## src/sv/assert_macros.svh

```systemverilog
// assertion macros used by the rtl top
// no dependencies
`ifndef ASSERT_MACROS_SVH
`define ASSERT_MACROS_SVH
// property holds in the same cycle
`define ASSERT_SAME(label, ante, cons, msg) \
  label: assert property (@(posedge clk) disable iff (!rst_n) (ante) |-> (cons)) \
    else $error(msg);
// property holds in the next cycle
`define ASSERT_NEXT(label, ante, cons, msg) \
  label: assert property (@(posedge clk) disable iff (!rst_n) (ante) |=> (cons)) \
    else $error(msg);
`endif

```

## src/sv/sem_pkg.sv

```systemverilog
// types and constants of the sobel edge magnitude block
// no dependencies
`default_nettype none
package sem_pkg;
  localparam int PIX_W = 8;
  localparam int CH_N = 3;
  localparam int DIM_W = 11;
  localparam int CFG_IDX_W = 1;
  localparam logic [CFG_IDX_W-1:0] CFG_FRAME_WIDTH = 1'd0;
  localparam logic [CFG_IDX_W-1:0] CFG_FRAME_HEIGHT = 1'd1;
  localparam logic OP_PIXEL = 1'b0;
  localparam logic OP_FLUSH = 1'b1;
  localparam logic [DIM_W-1:0] DIM_RESET = 11'd1024;
  localparam logic [PIX_W-1:0] MAG_MAX = 8'd255;
  localparam logic [16:0] ROUND_LIMIT = 17'd65280;
  typedef logic [CH_N*PIX_W-1:0] rgb_t;
  typedef logic [8:0][PIX_W-1:0] tap_t;
endpackage
`default_nettype wire

```

## src/sv/sem_lane.sv

```systemverilog
// one channel lane: sobel gradients, squared magnitude, bit-serial rounded root
// depends on sem_pkg
`default_nettype none
module sem_lane import sem_pkg::*; (
  input  wire logic             clk,
  input  wire logic             rst_n,
  input  wire logic             start,
  input  wire tap_t             taps,
  output logic                  done,
  output logic [PIX_W-1:0]      mag
);
  typedef enum logic [2:0] {L_IDLE, L_SQ, L_ROOT, L_ROUND} lstate_t;
  lstate_t state_r;
  logic signed [10:0] gx_r, gy_r;
  logic [20:0] n_r;
  logic [7:0] root_r;
  logic [2:0] step_r;
  logic done_r;
  logic [7:0] mag_r;
  logic signed [10:0] gx_c, gy_c;
  logic [7:0] trial;
  logic [15:0] trial_sq;
  logic [16:0] kk;

  always_comb begin
    gx_c = 11'(taps[2]) + 11'({taps[5], 1'b0}) + 11'(taps[8])
         - 11'(taps[0]) - 11'({taps[3], 1'b0}) - 11'(taps[6]);
    gy_c = 11'(taps[6]) + 11'({taps[7], 1'b0}) + 11'(taps[8])
         - 11'(taps[0]) - 11'({taps[1], 1'b0}) - 11'(taps[2]);
    trial = root_r | (8'h80 >> step_r);
    trial_sq = {8'b0, trial} * {8'b0, trial};
    kk = 17'({8'b0, root_r} * {8'b0, root_r}) + 17'(root_r);
  end

  always_ff @(posedge clk) begin
    if (!rst_n) begin
      state_r <= L_IDLE;
      done_r <= 1'b0;
      step_r <= '0;
    end else begin
      done_r <= 1'b0;
      case (state_r)
        L_IDLE: begin
          if (start) begin
            gx_r <= gx_c;
            gy_r <= gy_c;
            state_r <= L_SQ;
          end
        end
        L_SQ: begin
          n_r <= 21'(gx_r * gx_r) + 21'(gy_r * gy_r);
          root_r <= '0;
          step_r <= '0;
          state_r <= L_ROOT;
        end
        L_ROOT: begin
          if (trial_sq <= n_r[15:0]) begin
            root_r <= trial;
          end
          step_r <= step_r + 3'd1;
          if (step_r == 3'd7) begin
            state_r <= L_ROUND;
          end
        end
        L_ROUND: begin
          if (n_r > 21'(ROUND_LIMIT)) begin
            mag_r <= MAG_MAX;
          end else begin
            mag_r <= root_r + 8'((21'(kk) < n_r) ? 1 : 0);
          end
          done_r <= 1'b1;
          state_r <= L_IDLE;
        end
        default: state_r <= L_IDLE;
      endcase
    end
  end

  assign done = done_r;
  assign mag = mag_r;
endmodule
`default_nettype wire

```

## config.mk

```make
export PLATFORM = sky130hd
export DESIGN_NAME = sem_lane
export DESIGN_NICKNAME = d
export VERILOG_FILES = /design/src/sv/assert_macros.svh /design/src/sv/sem_pkg.sv /design/src/sv/sem_lane.sv
export SDC_FILE = /design/constraint.sdc
export NUM_CORES = 1
export LEC_CHECK = 0
export ABC_AREA = 1
export ABC_CLOCK_PERIOD_IN_PS = 7100
export BUFFER_PORTS_ARGS = -buffer_cell sky130_fd_sc_hd__clkbuf_2
export CAP_MARGIN = 10
export CELL_PAD_IN_SITES_DETAIL_PLACEMENT = 0
export CELL_PAD_IN_SITES_GLOBAL_PLACEMENT = 1
export CORE_ASPECT_RATIO = 1.2
export CORE_UTILIZATION = 50
export DETAILED_ROUTE_END_ITERATION = 8
export GPL_ROUTABILITY_DRIVEN = 0
export PLACE_DENSITY_LB_ADDON = 0.12
export SLEW_MARGIN = 5
export SYNTH_ARGS = -nofsm -noshare
export SYNTH_HDL_FRONTEND = slang
export SYNTH_SLANG_ARGS = --single-unit
```

## constraint.sdc

```tcl
create_clock -name clk -period 7.1 [get_ports clk]
set_clock_uncertainty 0.2 [all_clocks]
set_input_delay 1.42 -clock clk [delete_from_list [all_inputs] [get_ports clk]]
set_output_delay 1.42 -clock clk [all_outputs]
set_load 0.1 [all_outputs]
```

# Word-level counts from Yosys, hierarchy flattened
# Index checks and enable logic that the tools add are counted.
word_totals:
  register_bits: 66
  wordCells: 53
classes:
  n_addsub: 14
  multipliers: 4
  magnitude_cmp: 3
  n_eq_ne: 7
  shift: 1
  n_mux: 8
  bitwise: 1
  n_reduce_logical: 7
op_table:
  columns: ["cell", "count"]
  rows:
  - ["subtractor 11 x 8 -> 11 bit", 4]
  - ["multiplier 11 x 11 -> 21 bit", 2]
  - ["multiplier 8 x 8 -> 16 bit", 2]
  - ["adder 10 x 8 -> 11 bit", 2]
  - ["subtractor 11 x 9 -> 11 bit", 2]
  - ["adder 21 bit", 1]
  - ["greater-than comparator 21 x 16 -> 1 bit (second input constant)", 1]
  - ["< comparator 17 x 21 -> 1 bit", 1]
  - ["adder 8 x 9 -> 10 bit", 2]
  - ["adder 16 x 8 -> 17 bit", 1]
  - ["less-or-equal comparator 16 bit", 1]
  - ["case mux 8 bit (2 select lines)", 1]
  - ["case mux 3 bit (3 select lines)", 1]
  - ["adder 8 x 1 -> 8 bit", 1]
  - ["two-way mux 8 bit", 1]
  - ["bitwise OR 8 bit", 1]
  - [">> shifter 8 x 3 -> 8 bit (first input constant)", 1]
  - ["== test 3 x 2 -> 1 bit (second input constant)", 2]
  - ["two-way mux 3 bit", 2]
  - ["inequality test 2 bit (second input constant)", 3]
  - ["case mux 3 bit (2 select lines)", 1]
  - ["AND reduction 2 bit", 3]
  - ["AND reduction 3 bit", 2]
  - ["adder 3 x 1 -> 3 bit (second input constant)", 1]
  - ["5 further kinds", 6]

# Logic depth before layout (Yosys ltp)
depth:
  depth_word: 6
  mapped_depth: 34
  mapped_depth_nobuf: 33

# Worst setup path after synthesis
# Ideal clock, no wire load.
synth_timing:
  path_type: "reg-to-reg"
  from: "reg gy_r[0]"
  to: "reg n_r[18] (data pin)"
  arrival_ns: 5.740
  slack_ns: 0.908
  stages_incl_launch_ff: 24
  n_path_buf: 1
  period_less_slack_ns: 6.192
  cell_sequence: "edfxtp_1 -> clkbuf_1 -> nand2_1 -> inv_1 -> fa_1 -> fa_1 -> inv_1 -> fa_1 -> inv_1 -> fa_1 -> inv_1 -> fa_1 -> fa_1 -> inv_1 -> fa_1 -> ha_1 -> nand2_1 -> inv_1 -> nand2_1 -> nand3_1 -> a221oi_1 -> nand2_1 -> nand2_1 -> nand2_1"
synth_between:
  elab_chain_cells: 2
synth_lines:
  columns: ["element", "line", "text"]
  rows:
  - ["from (decl)", "sem_lane.sv:14", "logic signed [10:0] gx_r, gy_r;"]
  - ["from (signal assigned)", "sem_lane.sv:46", "gy_r <= gy_c;"]
  - ["multiplier 11 x 11 -> 21 bit", "sem_lane.sv:51", "n_r <= 21'(gx_r * gx_r) + 21'(gy_r * gy_r);"]
  - ["adder 21 bit", "sem_lane.sv:51", null]
  - ["to (signal assigned)", "sem_lane.sv:51", null]
  - ["to (decl)", "sem_lane.sv:15", "logic [20:0] n_r;"]
# Every way passes these cells.
# A chain may end at the register's enable or synchronous reset.

# Worst setup path after layout
layout_timing:
  from: "reg gx_r[10]"
  to: "reg n_r[17] (data pin)"
layout_between:
  elab_chain_cells: 2
layout_lines:
  columns: ["element", "line", "text"]
  rows:
  - ["from (decl)", "sem_lane.sv:14", null]
  - ["from (signal assigned)", "sem_lane.sv:45", "gx_r <= gx_c;"]
  - ["multiplier 11 x 11 -> 21 bit", "sem_lane.sv:51", null]
  - ["adder 21 bit", "sem_lane.sv:51", null]
# Every way passes these cells.

==> metrics.txt <==
crit path buf inv count 5; Post-synth EDFFs 59; Min-Delay Path Class reg2reg; worst relative slew slack 48.9%; Least-Margin Pin Slew 0.765 ns; clock sinks 65; register cell area after layout 1890 sq um; drt wl/cell 14.1 um; most area-consuming cells after synthesis fa_1 40%, ha_1 15%, inv_1 14%; Worst Path Max Fanout 11; Routed WL 36000 um; H-tree levels 3; Syn Std Cell Area 17400 sq um; post-route ant nets 0; # setup viols final 0; share of the synthesized area in the top cell type 39.8%; postcts setup bufs 0; CTS tree built; Crit-path slowest cell fa_1; Iteration-0 DRC Markers 369; Hold Startpoint step_r[1]; Unique masters post-synth 40; IO Pins 84; CP required 6.98 ns; CP Data Arrival Time 6.46 ns; Clock Latency Late Sink 0.34 ns; Vias/cell 4.78; synthesized area per cell 8.70 sq um; post-CTS sizing 0; Worst path most repeated cell fa_1; antenna cells 0; Die Area 35600 sq um; Synth Instances 2002; first-pass GRT wire length 62400 um; Crit path max-delay family adder cells; initial antenna violation count 0; largest net degree at the start of global routing 23; Worst Setup End Kind flip-flop; starting density of the core 51.0%; worst reg2reg path startpoint gx_r[10]; Fin Setup TNS 0 ns; DRC viols 0; Multi-input gate area 12900 sq um; synthesis-to-layout area growth 8.03%; minimum clock period 6.58 ns; type of origin of the critical path flip-flop; WS Path Type reg2reg; Most used DFF post-synth edfxtp_1; worst-path cell chain nand2_1 -> inv_1 -> fa_1 -> fa_1 -> inv_1 -> fa_1 -> fa_1 -> fa_1 -> inv_1 -> fa_1 -> inv_1 -> fa_1 -> inv_1 -> ha_1 -> a21oi_1 -> o21ai_0 -> a21oi_1 -> o21ai_0 -> xor2_1; Die X-Extent 172 um; FFs w/ async S/R, synth 0%; Core Box Area 34200 sq um; Site Rows 74; unrepaired setup endpoints after global routing false; CP peak stage delay 0.59 ns; Post-layout nets 2723; Synthesis Warnings 0; Die H 206 um; vias in the first global route 13400; Slew Limit Fails 0; First-pass DRT Iterations 5; grt ovf 0; fillers 3213; CTS Hold Buffers Added 0; detailed placer's ending HPWL 33000 um; All-Layer GR Usage 22.6%; vias after detailed routing 12200; Tcrit/Tclk final 92.7%; share of layout cells above drive strength 1 7.11%; number of port buffers 75; register area share after synthesis 10.9%; launch point of the worst path gx_r[10]; clock slew at reported path FFs 0.06 ns; maximum clock insertion buffer count 2; status completed; Hold Vio Cnt, Final 0; CTS root buf clkbuf_16; MaxCap Viol Count 0; number of CTS-inserted buffers 9; Post-Synthesis Net Count 2635; synthesized flop and latch total 65; cell taking the most area after synthesis fa_1; Fmax achieved 152 MHz
worst reg2reg max path, cell delays in order, from the launching register on:
cell      delay [ns]
edfxtp_1        0.56
nand2_1         0.19
inv_1           0.10
fa_1            0.59
fa_1            0.46
inv_1           0.29
fa_1            0.51
fa_1            0.53
fa_1            0.56
inv_1           0.05
fa_1            0.48
inv_1           0.05
fa_1            0.47
inv_1           0.05
ha_1            0.33
a21oi_1         0.31
o21ai_0         0.14
a21oi_1         0.13
o21ai_0         0.14
xor2_1          0.17
cells by family after synthesis:
kind of cell | share of synthesized area, %
buf+inv | 14.8
fa+ha+maj | 55.0
simple gates | 11.2
compound gates | 4.63
xor+xnor | 3.47
flops | 10.9
worst paths after layout:
path / cells past startpoint / slack, ns / end
max: 19 / 0.52 / n_r[17]
min: 2 / 0.33 / step_r[1]
max reg2reg: 19 / 0.52 / n_r[17]
min reg2reg: 2 / 0.33 / step_r[1]
Yosys cell counts, types with 2 or more instances:
cell type,instances
clkbuf_1,28
ha_1,212
inv_2,5
o21ai_2,3
nand3_1,43
xnor2_1,18
nor4_1,5
nand2_1,312
o21ai_1,4
nor3_1,9
edfxtp_1,59
nand4_1,9
inv_1,647
o21ai_0,27
a21oi_2,3
o21bai_1,2
fa_1,346
xor2_1,51
nand2_2,2
dfxtp_1,6
a21oi_1,84
buf_2,3
or2_2,8
nand3b_1,2
a21o_1,6
nor2_1,87
o211ai_1,6
a31oi_1,3
metal layers:
metal	track usage (%)	vias to the layer above	wire, um
met1	25.0	5956	14300
met2	44.7	140	19900
met5	0	-	0
met3	1.90	58	543
li1	-	6043	-
met4	7.43	0	1200
layout by cell type, fill, tap and decap left out, types with 4 or more instances in the layout:
cell type,Yosys,layout
a21o_1,6,6
a21oi_1,84,84
buf_4,0,34
clkbuf_16,0,9
clkbuf_2,0,75
dfxtp_1,6,6
edfxtp_1,59,59
fa_1,346,346
ha_1,212,212
inv_1,647,647
inv_2,5,5
nand2_1,312,312
nand3_1,43,43
nand4_1,9,9
nor2_1,87,86
nor3_1,9,9
nor4_1,5,5
o211ai_1,6,6
o21ai_0,27,27
o21ai_1,4,4
or2_2,8,8
xnor2_1,18,18
xor2_1,51,51
state kept, by name, summed over array words and instances, names as in the netlist:
register / count
mag: 8
root_r: 8
n_r: 21
gy_r: 11
state_r: 2
step_r: 3
gx_r: 11
done: 1
area by class of cell:
class                   count  share of cell area [%]
multi-input cells        1253                    68.8
inverters                 652                    13.0
flip-flops and latches     65                    10.1
repair buffers            109                    3.35
well taps                 456                    3.03
clock buffers               9                    1.20
clock inverters             7                   0.539
metrics by stage:
stage / std cells / util, % / worst slack [ns] / hold WS [ns] / instance area (sq um)
6_report: 2551 / 55.1 / 0.521 / 0.332 / 18800
5_1_grt: 2551 / 55.1 / 0.0103 / 0.360 / 18800
4_1_cts: 2548 / 55.0 / 0.461 / 0.333 / 18800
3_5_place_dp: 2532 / 54.1 / 0.486 / 0.314 / 18500
3_3_place_gp: 2532 / 54.1 / 0.532 / 0.301 / 18500
2_1_floorplan: 2002 / - / 0.908 / 0.275 / 17400
Power is left out: the tool's default activity adds up to more than one toggle a clock period on the data nets, which glitch-free logic cannot reach.
